### src/abps_pkg.sv
`timescale 1ns / 1ps
// Package for the alarm beep pattern sequencer: warning codes, LED codes,
// beat and battery constants, and the beep pattern helpers. No dependencies.
package abps_pkg;

  localparam int unsigned NUM_WARNINGS = 9;

  localparam logic [3:0] WARN_INIT    = 4'd0;
  localparam logic [3:0] WARN_GYRO    = 4'd1;
  localparam logic [3:0] WARN_ACC     = 4'd2;
  localparam logic [3:0] WARN_ADC     = 4'd3;
  localparam logic [3:0] WARN_BATTERY = 4'd4;
  localparam logic [3:0] WARN_COMPASS = 4'd5;
  localparam logic [3:0] WARN_MAGFS   = 4'd6;
  localparam logic [3:0] WARN_MAGINC  = 4'd7;
  localparam logic [3:0] WARN_GPS     = 4'd8;
  localparam logic [3:0] WARN_NONE    = 4'd9;

  localparam logic [1:0] LED_LEAVE = 2'd0;
  localparam logic [1:0] LED_OFF   = 2'd1;
  localparam logic [1:0] LED_BLUE  = 2'd2;

  localparam logic [2:0] REG_BATTERY_LOW  = 3'd0;
  localparam logic [2:0] REG_BATTERY_HIGH = 3'd1;
  localparam logic [2:0] REG_BATTERY_STEP = 3'd2;
  localparam logic [2:0] REG_BEEP_ENABLE  = 3'd3;

  localparam logic [15:0] BATTERY_LOW_RESET  = 16'd10100;
  localparam logic [15:0] BATTERY_HIGH_RESET = 16'd10700;
  localparam logic [7:0]  BATTERY_STEP_RESET = 8'd6;
  localparam logic [1:0]  BEEP_ENABLE_RESET  = 2'd3;

  localparam logic [7:0] BEAT_LAST     = 8'd199;
  localparam logic [7:0] HALF_BEAT     = 8'd100;
  localparam logic [6:0] PHASE_LAST    = 7'd99;
  localparam logic [7:0] DEBOUNCE_KEEP = 8'd10;
  localparam logic [7:0] DEBOUNCE_DROP = 8'd2;

  localparam logic [6:0] SPAN_COMPASS = 7'd50;
  localparam logic [6:0] SPAN_MAGFS   = 7'd30;
  localparam logic [6:0] SPAN_MAGINC  = 7'd40;

  // on for ticks 0-4, 10-14, 20-24 ... of the half beat, up to span
  function automatic logic pulse_train(input logic [6:0] m, input logic [6:0] span);
    logic on;
    on = 1'b0;
    for (int k = 0; k < 5; k++) begin
      if (m >= 7'(10 * k) && m < 7'(10 * k + 5)) on = 1'b1;
    end
    return on && (m < span);
  endfunction

  function automatic logic in_window(input logic [7:0] c, input logic [7:0] lo,
                                     input logic [7:0] hi);
    return (c >= lo) && (c < hi);
  endfunction

endpackage

### src/alarm_beep_pattern_sequencer_core.sv
`timescale 1ns / 1ps
// The result of an accepted input beat is registered in the cycle after it.
// Throughput: one tick beat per cycle unless stalled; all tick logic sits
// between the input ports and the result register, with one 7x8 multiply for
// the battery pattern. Reset: synchronous, clears counters, hysteresis and
// timeouts, loads register defaults, and empties the result register.
// Top level of the alarm beep pattern sequencer; uses abps_pkg.
module alarm_beep_pattern_sequencer_core #(
  parameter int TICKS_PER_SECOND = 100,
  parameter int MAG_WARN_TICKS   = 400
) (
  input  logic        clk,
  input  logic        rst,
  input  logic        cfg_valid,
  output logic        cfg_ready,
  input  logic [2:0]  cfg_index,
  input  logic [15:0] cfg_data,
  input  logic        item_valid,
  output logic        item_stall,
  input  logic [15:0] battery_mv,
  input  logic        gps_locked,
  input  logic        rc_gps_mode,
  input  logic [5:0]  error_flags,
  input  logic        system_ready,
  output logic        result_valid,
  input  logic        result_stall,
  output logic        buzzer_on,
  output logic [1:0]  led_action,
  output logic [3:0]  winning_warning
);

  localparam logic [7:0] DEBOUNCE_LIMIT = 8'(TICKS_PER_SECOND / 5);
  localparam logic [8:0] MAG_LIMIT      = 9'(MAG_WARN_TICKS);

  logic [15:0] battery_low_mv, battery_high_mv;
  logic [7:0]  battery_step_mv;
  logic [1:0]  beep_enable_mask;

  logic [7:0] beat_count, beat_count_next;
  logic [6:0] battery_phase, battery_phase_next;
  logic [7:0] battery_debounce, battery_debounce_next;
  logic       battery_alarm_armed, battery_alarm_armed_next;
  logic [8:0] compass_timeout, compass_timeout_next;
  logic [8:0] mag_strength_timeout, mag_strength_timeout_next;
  logic [8:0] mag_incline_timeout, mag_incline_timeout_next;

  logic        accept;
  logic [6:0]  m;
  logic [15:0] vbat, headroom;
  logic [14:0] threshold;
  logic        compass_gate, magfs_gate, maginc_gate;
  logic [abps_pkg::NUM_WARNINGS-1:0] pri, act;
  logic        buzz;
  logic [1:0]  led;
  logic [3:0]  win;

  assign cfg_ready  = 1'b1;
  assign item_stall = result_valid && result_stall;
  assign accept     = item_valid && !item_stall;

  always_comb begin
    beat_count_next    = (beat_count >= abps_pkg::BEAT_LAST) ? 8'd0 : beat_count + 8'd1;
    battery_phase_next = (battery_phase >= abps_pkg::PHASE_LAST) ? 7'd0
                                                                 : battery_phase + 7'd1;
    m = (beat_count_next >= abps_pkg::HALF_BEAT) ?
        7'(beat_count_next - abps_pkg::HALF_BEAT) : 7'(beat_count_next);

    vbat = (battery_mv < battery_low_mv) ? battery_low_mv : battery_mv;
    battery_debounce_next    = battery_debounce;
    battery_alarm_armed_next = battery_alarm_armed;
    if (vbat < battery_high_mv) begin
      if (battery_debounce < DEBOUNCE_LIMIT) battery_debounce_next = battery_debounce + 8'd1;
      else battery_alarm_armed_next = 1'b1;
    end else begin
      if (battery_debounce > abps_pkg::DEBOUNCE_KEEP)
        battery_debounce_next = battery_debounce - abps_pkg::DEBOUNCE_DROP;
      else battery_alarm_armed_next = 1'b0;
    end
    headroom  = vbat - battery_low_mv;
    threshold = 15'(battery_phase_next) * 15'(battery_step_mv);

    compass_gate = system_ready && error_flags[3] && (compass_timeout < MAG_LIMIT);
    magfs_gate   = system_ready && error_flags[4] && (mag_strength_timeout < MAG_LIMIT);
    maginc_gate  = system_ready && error_flags[5] && (mag_incline_timeout < MAG_LIMIT);
    compass_timeout_next      = compass_gate ? compass_timeout + 9'd1 : compass_timeout;
    mag_strength_timeout_next = magfs_gate ? mag_strength_timeout + 9'd1
                                           : mag_strength_timeout;
    mag_incline_timeout_next  = maginc_gate ? mag_incline_timeout + 9'd1
                                            : mag_incline_timeout;

    pri = '0;
    act = '0;
    led = abps_pkg::LED_LEAVE;

    pri[abps_pkg::WARN_BATTERY] = battery_alarm_armed_next;
    act[abps_pkg::WARN_BATTERY] = battery_alarm_armed_next && (headroom < {1'b0, threshold});

    pri[abps_pkg::WARN_GPS] = beep_enable_mask[1] && !gps_locked && rc_gps_mode;
    act[abps_pkg::WARN_GPS] = pri[abps_pkg::WARN_GPS] && (beat_count_next < 8'd5);

    if (system_ready) begin
      pri[abps_pkg::WARN_GYRO] = error_flags[0];
      act[abps_pkg::WARN_GYRO] = error_flags[0] &&
        (beat_count_next < 8'd155 || abps_pkg::in_window(beat_count_next, 8'd160, 8'd165));
      pri[abps_pkg::WARN_ACC] = error_flags[1];
      act[abps_pkg::WARN_ACC] = error_flags[1] &&
        (beat_count_next < 8'd145 || abps_pkg::in_window(beat_count_next, 8'd150, 8'd155) ||
         abps_pkg::in_window(beat_count_next, 8'd160, 8'd165));
      pri[abps_pkg::WARN_ADC] = error_flags[2];
      act[abps_pkg::WARN_ADC] = error_flags[2] &&
        (beat_count_next < 8'd135 || abps_pkg::in_window(beat_count_next, 8'd140, 8'd145) ||
         abps_pkg::in_window(beat_count_next, 8'd150, 8'd155) ||
         abps_pkg::in_window(beat_count_next, 8'd160, 8'd165));
      pri[abps_pkg::WARN_COMPASS] = compass_gate;
      act[abps_pkg::WARN_COMPASS] = compass_gate &&
                                    abps_pkg::pulse_train(m, abps_pkg::SPAN_COMPASS);
      pri[abps_pkg::WARN_MAGFS] = magfs_gate;
      act[abps_pkg::WARN_MAGFS] = magfs_gate && abps_pkg::pulse_train(m, abps_pkg::SPAN_MAGFS);
      pri[abps_pkg::WARN_MAGINC] = maginc_gate;
      act[abps_pkg::WARN_MAGINC] = maginc_gate &&
                                   abps_pkg::pulse_train(m, abps_pkg::SPAN_MAGINC);
    end else if (beep_enable_mask[0]) begin
      pri[abps_pkg::WARN_INIT] = 1'b1;
      if (m < 7'd5 || (m >= 7'd10 && m < 7'd15) || (m >= 7'd30 && m < 7'd35)) begin
        act[abps_pkg::WARN_INIT] = 1'b1;
        led = abps_pkg::LED_BLUE;
      end else begin
        led = abps_pkg::LED_OFF;
      end
    end

    win  = abps_pkg::WARN_NONE;
    buzz = 1'b0;
    for (int i = abps_pkg::NUM_WARNINGS - 1; i >= 0; i--) begin
      if (pri[i]) begin
        win  = 4'(i);
        buzz = act[i];
      end
    end
  end

  always_ff @(posedge clk) begin
    if (rst) begin
      battery_low_mv       <= abps_pkg::BATTERY_LOW_RESET;
      battery_high_mv      <= abps_pkg::BATTERY_HIGH_RESET;
      battery_step_mv      <= abps_pkg::BATTERY_STEP_RESET;
      beep_enable_mask     <= abps_pkg::BEEP_ENABLE_RESET;
      beat_count           <= '0;
      battery_phase        <= '0;
      battery_debounce     <= '0;
      battery_alarm_armed  <= 1'b0;
      compass_timeout      <= '0;
      mag_strength_timeout <= '0;
      mag_incline_timeout  <= '0;
      result_valid         <= 1'b0;
    end else begin
      if (cfg_valid) begin
        case (cfg_index)
          abps_pkg::REG_BATTERY_LOW:  battery_low_mv   <= cfg_data;
          abps_pkg::REG_BATTERY_HIGH: battery_high_mv  <= cfg_data;
          abps_pkg::REG_BATTERY_STEP: battery_step_mv  <= cfg_data[7:0];
          abps_pkg::REG_BEEP_ENABLE:  beep_enable_mask <= cfg_data[1:0];
          default: ;
        endcase
      end
      if (accept) begin
        beat_count           <= beat_count_next;
        battery_phase        <= battery_phase_next;
        battery_debounce     <= battery_debounce_next;
        battery_alarm_armed  <= battery_alarm_armed_next;
        compass_timeout      <= compass_timeout_next;
        mag_strength_timeout <= mag_strength_timeout_next;
        mag_incline_timeout  <= mag_incline_timeout_next;
        result_valid         <= 1'b1;
      end else if (!result_stall) begin
        result_valid <= 1'b0;
      end
    end
  end

  always_ff @(posedge clk) begin
    if (accept) begin
      buzzer_on       <= buzz;
      led_action      <= led;
      winning_warning <= win;
    end
  end

endmodule
### config.mk
export PLATFORM = sky130hd
export DESIGN_NAME = alarm_beep_pattern_sequencer_core
export DESIGN_NICKNAME = d
export VERILOG_FILES = /design/src/abps_pkg.sv /design/src/alarm_beep_pattern_sequencer_core.sv
export SDC_FILE = /design/constraint.sdc
export NUM_CORES = 1
export LEC_CHECK = 0
export BUFFER_PORTS_ARGS = -buffer_cell sky130_fd_sc_hd__buf_4
export CAP_MARGIN = 40
export CELL_PAD_IN_SITES_DETAIL_PLACEMENT = 1
export CELL_PAD_IN_SITES_GLOBAL_PLACEMENT = 2
export CORE_AREA = 2 2 155 157
export CTS_CLUSTER_SIZE = 24
export DETAILED_ROUTE_END_ITERATION = 12
export DIE_AREA = 0 0 157 159
export HOLD_SLACK_MARGIN = 0.02
export PLACE_DENSITY = 0.91
export REMOVE_ABC_BUFFERS = 1
export SKIP_CTS_REPAIR_TIMING = 1
export SYNTH_ARGS = -nofsm -noshare
export SYNTH_HDL_FRONTEND = slang
export SYNTH_SLANG_ARGS = --single-unit
export TNS_END_PERCENT = 30
### constraint.sdc
create_clock -name clk -period 7.6 [get_ports clk]
set_clock_uncertainty 0.2 [all_clocks]
set_input_delay 1.52 -clock clk [delete_from_list [all_inputs] [get_ports clk]]
set_output_delay 1.52 -clock clk [all_outputs]
set_load 0.1 [all_outputs]
==> run_results.csv, run 1 <==
group,metric,value,unit
placement,dp_hpwl,19540,µm
logic_synthesis,yosysUniqueCellTypes,82,
routing,drtIter0Drc,277,
timing,fin_crit,7.116,ns
floorplanning,die_w,157,µm
global_routing,use_met2,0.3571,
routing,final_antenna_net_count,0,
logic_synthesis,ys_ff_latch,101,
power_and_ir_drop,finalPower,1.501,mW
critical_path,crit_type,"flip-flop to flip-flop",
global_routing,grt_overflow,0,
critical_path,path_max_fanout,9,
routing,wirelength,25360,µm
logic_synthesis,netlist_top_cells_area,"dfxtp_1, ha_1, fa_1",
floorplanning,num_io_pins,59,
clocking,insertion_delay,0.37,ns
critical_path,cp_slowest_cell,"fa_1",
timing,drv_slew,0,
floorplanning,rows,56,
finish,diodes,0,
critical_path,slowest_delay,0.56,ns
logic_synthesis,synth_warnings,0,
clocking,cts_tree,"built",
critical_path,cp_top_family,"adder cells",
logic_synthesis,yosysSeqAreaShare,0.2393,
floorplanning,dieHeight,159,µm
clocking,clockBufferDepth,2,
global_routing,top_usage_layer,"met2",
clocking,path_clk_slew,0.08,ns
timing,hold_violations,0,
logic_synthesis,mappedNetlistArea,8742,µm²
placement,dpl_worst_slack,0.3762,ns
routing,first_pass_iters,4,
run,drv_cap,0,
placement,routabilityCongestion,0.8581,
logic_synthesis,ys_async_sr_fraction,0,
logic_synthesis,synth_top_cell_by_area,"dfxtp_1",
clocking,clockRootBuffer,"clkbuf_16",
clocking,cts_made_buffers,9,
global_routing,first_global_vias,8193,
logic_synthesis,syn_avg_cell_area,8.095,µm²
global_routing,grt_max_degree,54,
routing,via_count,7877,
critical_path,cpMostUsedCell,"a21oi_1",
power_and_ir_drop,powerDensity,152.6,nW/µm²
global_routing,globalRouteTotalUtil,0.2089,
timing,fin_tns_setup,0,ns
global_routing,grt_util_met3,0.02559,
finish,fin_nets,1310,
finish,multi_input_area,6160,µm²
power_and_ir_drop,leakage,4.271,nW
timing,fin_ws,0.4845,ns
floorplanning,start_util,0.3769,
critical_path,required,7.61,ns
critical_path,end_kind,"flip-flop",
routing,wl_per_cell,17.49,µm
timing,timing.fmax,140.5,MHz
logic_synthesis,ys.flop_type,"dfxtp_1",
placement,port_buffers,57,
floorplanning,coreArea,23190,µm²
logic_synthesis,syn_inst,1080,
timing,tightest_slew,0.8929,ns
routing,vias_per_cell,5.432,
worst_hold_path,hold_class,"flip-flop to flip-flop",
run_status,status,"completed",
timing,max_slew_margin,0.4041,
finish,final_core_util,0.4240,
power_and_ir_drop,peakVddDrop,0.00009912,V
floorplanning,die-area,24960,µm²
critical_path,cp_num_buf_inv,5,
logic_synthesis,synth_edf_count,7,
timing,rsz0062_at_grt,"false",
finish,seq_area,2092,µm²
finish,drive_gt1_frac,0.1043,
global_routing,grt_pass1_wl,42050,µm
finish,syn_to_final_growth,12.49,%
timing,setup_viol,0,
timing,finalCritPeriodShare,0.9363,
logic_synthesis,yosysTopAreaCellShare,0.2153,
global_routing,met1_usage,0.2757,
routing,drc,0,
critical_path,worst_setup_path_start_kind,"flip-flop",
clocking,cts_sinks,101,
critical_path,crit_arrival,7.12,ns
finish,fillers,2749,
global_routing,antenna_found_initial,0,
clocking,cts.htree.levels,3,
==> cell type report <==
class | instances | share of cell area
clock buffer | 9 | 0.02290
clock inverter | 7 | 0.008524
inverter | 87 | 0.03321
multi-input combinational | 856 | 0.6263
sequential | 101 | 0.2127
tap | 319 | 0.04059
timing repair buffer | 71 | 0.05573
==> tightest hold or removal path: cells and delay by family, from the launching register on <==
kind	cells	cell delay, ns
AND/OR/NAND/NOR	1	0.05
AO/OA/AOI/OAI	1	0.05
flip-flops	1	0.32
==> state kept, by name (all words and copies together), names as in the netlist <==
register / count
battery_step_mv: 8
led_action: 2
beat_count: 8
mag_incline_timeout: 9
buzzer_on: 1
battery_phase: 7
winning_warning: 4
result_valid: 1
battery_debounce: 8
battery_low_mv: 16
battery_high_mv: 16
compass_timeout: 9
mag_strength_timeout: 9
battery_alarm_armed: 1
beep_enable_mask: 2
==> kinds of logic (layout without fill, tap and decap cells) <==
| group | Yosys count | in the layout | share of synthesized area |
|---|---|---|---|
| AND/OR/NAND/NOR | 408 | 408 | 0.2269 |
| AO/OA/AOI/OAI | 228 | 228 | 0.1665 |
| adder cells (fa/ha/maj) | 135 | 135 | 0.2190 |
| buffers and inverters | 123 | 174 | 0.05667 |
| flip-flops | 101 | 101 | 0.2393 |
| XOR/XNOR | 50 | 50 | 0.05009 |
| multiplexers | 34 | 34 | 0.04122 |
| other | 1 | 1 | 0.0004290 |
==> where the power goes <==
part	total [mW]	switching (mW)	internal (mW)
logic	0.421	0.249	0.172
clock network	0.497	0.261	0.236
registers	0.583	0.0261	0.557
total	1.50	0.536	0.965
==> Yosys cell counts, types with 26 or more instances <==
cell and n:
fa_1 30, clkbuf_1 26, ha_1 105, o21ai_0 42, inv_1 86, a21oi_1 88, nor2_1 81, xnor2_1 26
nand2_1 144, dfxtp_1 94, and2_1 47
==> cells in the final DEF (no fill, tap or decap), types with 9 or more instances in the layout <==
| cell type | n |
|---|---|
| nand2_1 | 144 |
| fa_1 | 30 |
| a21oi_1 | 88 |
| nor3_1 | 19 |
| and2_1 | 47 |
| clkbuf_16 | 9 |
| mux2_2 | 16 |
| o211ai_1 | 19 |
| dfxtp_1 | 94 |
| mux2i_1 | 18 |
| inv_1 | 86 |
| buf_4 | 69 |
| xnor2_1 | 26 |
| nand4_1 | 23 |
| nor2b_1 | 11 |
| and3_1 | 9 |
| nand2b_1 | 11 |
| nand3_1 | 24 |
| ha_1 | 105 |
| o21ai_0 | 42 |
| nor2_1 | 81 |
| a21o_1 | 12 |
| xor2_1 | 24 |
==> routing by layer <==
layer,share of wire,routed length (µm)
met5,0,0
met4,0.024,605
met3,0.024,621
met2,0.48,12070
met1,0.48,12060
==> stage by stage <==
step           std cells  hold slack, ns  area (µm²)
2_1_floorplan       1044          0.2300        8573
3_3_place_gp        1432          0.2432        9495
3_5_place_dp        1434          0.2508        9525
4_1_cts             1450          0.2629        9834
5_1_grt             1450          0.2849        9834
6_report            1450          0.2590        9834
==> worst paths after layout <==
kind                       start             endpoint  slack [ns]  depth (start not counted)
max reg2reg     battery_phase[0]            buzzer_on        0.48                         30
min          battery_high_mv[10]  battery_high_mv[10]        0.26                          2
min reg2reg  battery_high_mv[10]  battery_high_mv[10]        0.26                          2
max             battery_phase[0]            buzzer_on        0.48                         30
No activity file was read; power rests on OpenSTA's default activity.
==> run 2, diff against run 1 <==
--- a/config.mk
+++ b/config.mk
@@ -5,16 +5,17 @@
 export SDC_FILE = /design/constraint.sdc
 export NUM_CORES = 1
 export LEC_CHECK = 0
+export ABC_AREA = 1
 export BUFFER_PORTS_ARGS = -buffer_cell sky130_fd_sc_hd__buf_4
 export CAP_MARGIN = 40
 export CELL_PAD_IN_SITES_DETAIL_PLACEMENT = 1
 export CELL_PAD_IN_SITES_GLOBAL_PLACEMENT = 2
-export CORE_AREA = 2 2 155 157
+export CORE_AREA = 2 2 158 160
 export CTS_CLUSTER_SIZE = 24
 export DETAILED_ROUTE_END_ITERATION = 12
-export DIE_AREA = 0 0 157 159
+export DIE_AREA = 0 0 160 162
 export HOLD_SLACK_MARGIN = 0.02
-export PLACE_DENSITY = 0.91
+export PLACE_DENSITY = 0.9
 export REMOVE_ABC_BUFFERS = 1
 export SKIP_CTS_REPAIR_TIMING = 1
 export SYNTH_ARGS = -nofsm -noshare
==> run_results.csv, run 2 <==
group,metric,value,unit
run_status,status,"completed",
routing,drc,0,
finish,reg_top3,"battery_high_mv: 16 flops, battery_low_mv: 16 flops",
clocking,clockRootBuffer,"clkbuf_16",
critical_path,reg2regPathDepth,37,
floorplanning,die-area,25920,µm²
logic_synthesis,yosysUniqueCellTypes,53,
routing,via_count,7916,
global_routing,grt_max_degree,43,
clocking,cts.htree.levels,3,
floorplanning,coreArea,24110,µm²
timing,fin_ws,0.5878,ns
critical_path,worst_setup_path_start_kind,"flip-flop",
timing,fin_crit,7.012,ns
logic_synthesis,syn_inst,1196,
placement,dpl_worst_slack,0.4995,ns
critical_path,crit_arrival,6.93,ns
routing,drtIter0Drc,416,
critical_path,cp_slowest_cell,"fa_1",
critical_path,startpoint,"battery_phase[0]",
placement,dp_hpwl,18930,µm
logic_synthesis,mappedNetlistArea,8635,µm²
logic_synthesis,ys.flop_type,"dfxtp_1",
logic_synthesis,yosysTopAreaCellShare,0.2179,
placement,port_buffers,57,
logic_synthesis,ys_async_sr_fraction,0,
global_routing,grt_pass1_wl,40790,µm
floorplanning,rows,57,
run,drv_cap,0,
critical_path,path_max_fanout,8,
logic_synthesis,netlist_top_cells_area,"dfxtp_1, ha_1, inv_1",
timing,finalCritPeriodShare,0.9227,
placement,routabilityCongestion,0.8239,
finish,mostFrequentLayoutCell,"inv_1",
worst_hold_path,hold_class,"flip-flop to flip-flop",
logic_synthesis,ys_ff_latch,101,
finish,fillers,3071,
timing,tightest_slew,0.6928,ns
power_and_ir_drop,power_frac_comb,0.384,
routing,vias_per_cell,5.029,
routing,wl_per_cell,15.08,µm
floorplanning,start_util,0.3582,
finish,drive_gt1_frac,0.1064,
routing,first_pass_iters,4,
critical_path,crit_type,"flip-flop to flip-flop",
critical_path,endpoint,"buzzer_on",
clocking,cts_sinks,101,
routing,wirelength,23740,µm
timing,rsz0062_at_grt,"false",
logic_synthesis,synth_top_cell_by_area,"dfxtp_1",
global_routing,globalRouteTotalUtil,0.1915,
clocking,path_clk_slew,0.08,ns
clocking,clockBufferDepth,2,
timing,hold_violations,0,
timing,drv_slew,0,
finish,fin_nets,1429,
floorplanning,dieHeight,162,µm
finish,syn_to_final_growth,12.59,%
power_and_ir_drop,swShare,0.3976,
power_and_ir_drop,powerDensity,176.5,nW/µm²
critical_path,reg2reg_setup_slack,0.59,ns
timing,timing.fmax,142.6,MHz
global_routing,grt_overflow,0,
critical_path,reg2reg_from,"battery_phase[0]",
floorplanning,num_io_pins,59,
critical_path,required,7.52,ns
clocking,insertion_delay,0.36,ns
clocking,cts_tree,"built",
timing,max_slew_margin,0.5339,
critical_path,rr_endpoint,"buzzer_on",
timing,fin_tns_setup,0,ns
logic_synthesis,synth_warnings,0,
power_and_ir_drop,p_clk_frac,0.273,
timing,setup_viol,0,
finish,diodes,0,
power_and_ir_drop,internal_power,1.034,mW
logic_synthesis,synth_most_common_cell,"inv_1",
clocking,cts_made_buffers,9,
logic_synthesis,syn_avg_cell_area,7.220,µm²
critical_path,end_kind,"flip-flop",
global_routing,first_global_vias,8333,
power_and_ir_drop,seq_power_share,0.344,
power_and_ir_drop,switching_power,0.6823,mW
floorplanning,die_w,160,µm
logic_synthesis,synth_edf_count,7,
power_and_ir_drop,peakVddDrop,0.00009611,V
logic_synthesis,yosysSeqAreaShare,0.2423,
logic_synthesis,synth_commonest_cells,"inv_1, nand2_1, nor2_1, a21oi_1, ha_1",
critical_path,slowest_delay,0.56,ns
routing,final_antenna_net_count,0,
global_routing,antenna_found_initial,0,
finish,final_cell_mix,"inv_1, nand2_1, nor2_1",
power_and_ir_drop,leakage,4.682,nW
## run 2: worst max-delay path: cells and delay by family (launching register included)
family	cells	cell delay, ns
xor+xnor	1	0.16
fa+ha+maj	7	2.99
simple gates	12	1.05
buf+inv	7	0.52
flops	1	0.40
compound gates	10	1.43
## run 2: power by group through the flow
| stage | registers [mW] | logic (mW) | clock network, mW |
|---|---|---|---|
| finish | 0.590 | 0.658 | 0.468 |
| global placement | 0.601 | 0.636 | 0 |
| CTS | 0.590 | 0.667 | 0.483 |
| global route | 0.594 | 0.760 | 0.503 |
| detailed placement | 0.602 | 0.658 | 0 |
| floorplan | 0.627 | 0.452 | 0 |
## run 2: logic make-up (layout without fill, tap and decap cells)
| group | count (synthesis) | count (layout) | share of synthesized area |
|---|---|---|---|
| AOI/OAI and AO/OA | 268 | 268 | 0.1746 |
| adders and majority gates | 135 | 135 | 0.2217 |
| xor gates and xnor gates | 29 | 29 | 0.02942 |
| and+or+nand+nor | 439 | 439 | 0.2324 |
| other | 1 | 1 | 0.0004343 |
| DFF | 101 | 101 | 0.2423 |
| buffers and inverters | 223 | 277 | 0.09911 |
## run 2: worst min-delay path by stage
stage | startpoint | endpoint | slack, ns | cells past startpoint
after floorplan | mag_incline_timeout[8] | mag_incline_timeout[8] | 0.22 | 2
after global placement | battery_debounce[7] | battery_debounce[7] | 0.24 | 2
after detailed placement | battery_debounce[7] | battery_debounce[7] | 0.24 | 2
after CTS | mag_incline_timeout[8] | mag_incline_timeout[8] | 0.27 | 2
after global routing | battery_high_mv[10] | battery_high_mv[10] | 0.30 | 2
final | mag_incline_timeout[8] | mag_incline_timeout[8] | 0.26 | 2
## run 2: cell type report
class                      count  area, µm²  area share
clock buffer                   9      225.2     0.02317
clock inverter                 7      65.06    0.006692
inverter                     198      743.2     0.07645
multi-input combinational    872       5718      0.5882
sequential                   101       2092      0.2152
tap                          324      405.4     0.04170
timing repair buffer          63      473.0     0.04865
## run 2: through the flow
step	cell area [µm²]	util	std cells	hold slack, ns	power [mW]
final	9722	0.4033	1574	0.2611	1.716
after global routing	9722	0.4033	1574	0.2973	1.858
after CTS	9686	0.4018	1573	0.2696	1.739
after detailed placement	9395	0.3898	1557	0.2447	1.260
after global placement	9395	0.3898	1557	0.2384	1.237
after floorplan	8522	-	1171	0.2208	1.078
## run 2: per-layer routing
layer | GRT usage | vias up | wire [µm]
met5 | 0 | - | 0
met4 | 0.05692 | 0 | 482
met3 | 0.01813 | 25 | 300
met2 | 0.3447 | 59 | 11640
met1 | 0.2436 | 3794 | 11320
li1 | - | 4038 | -
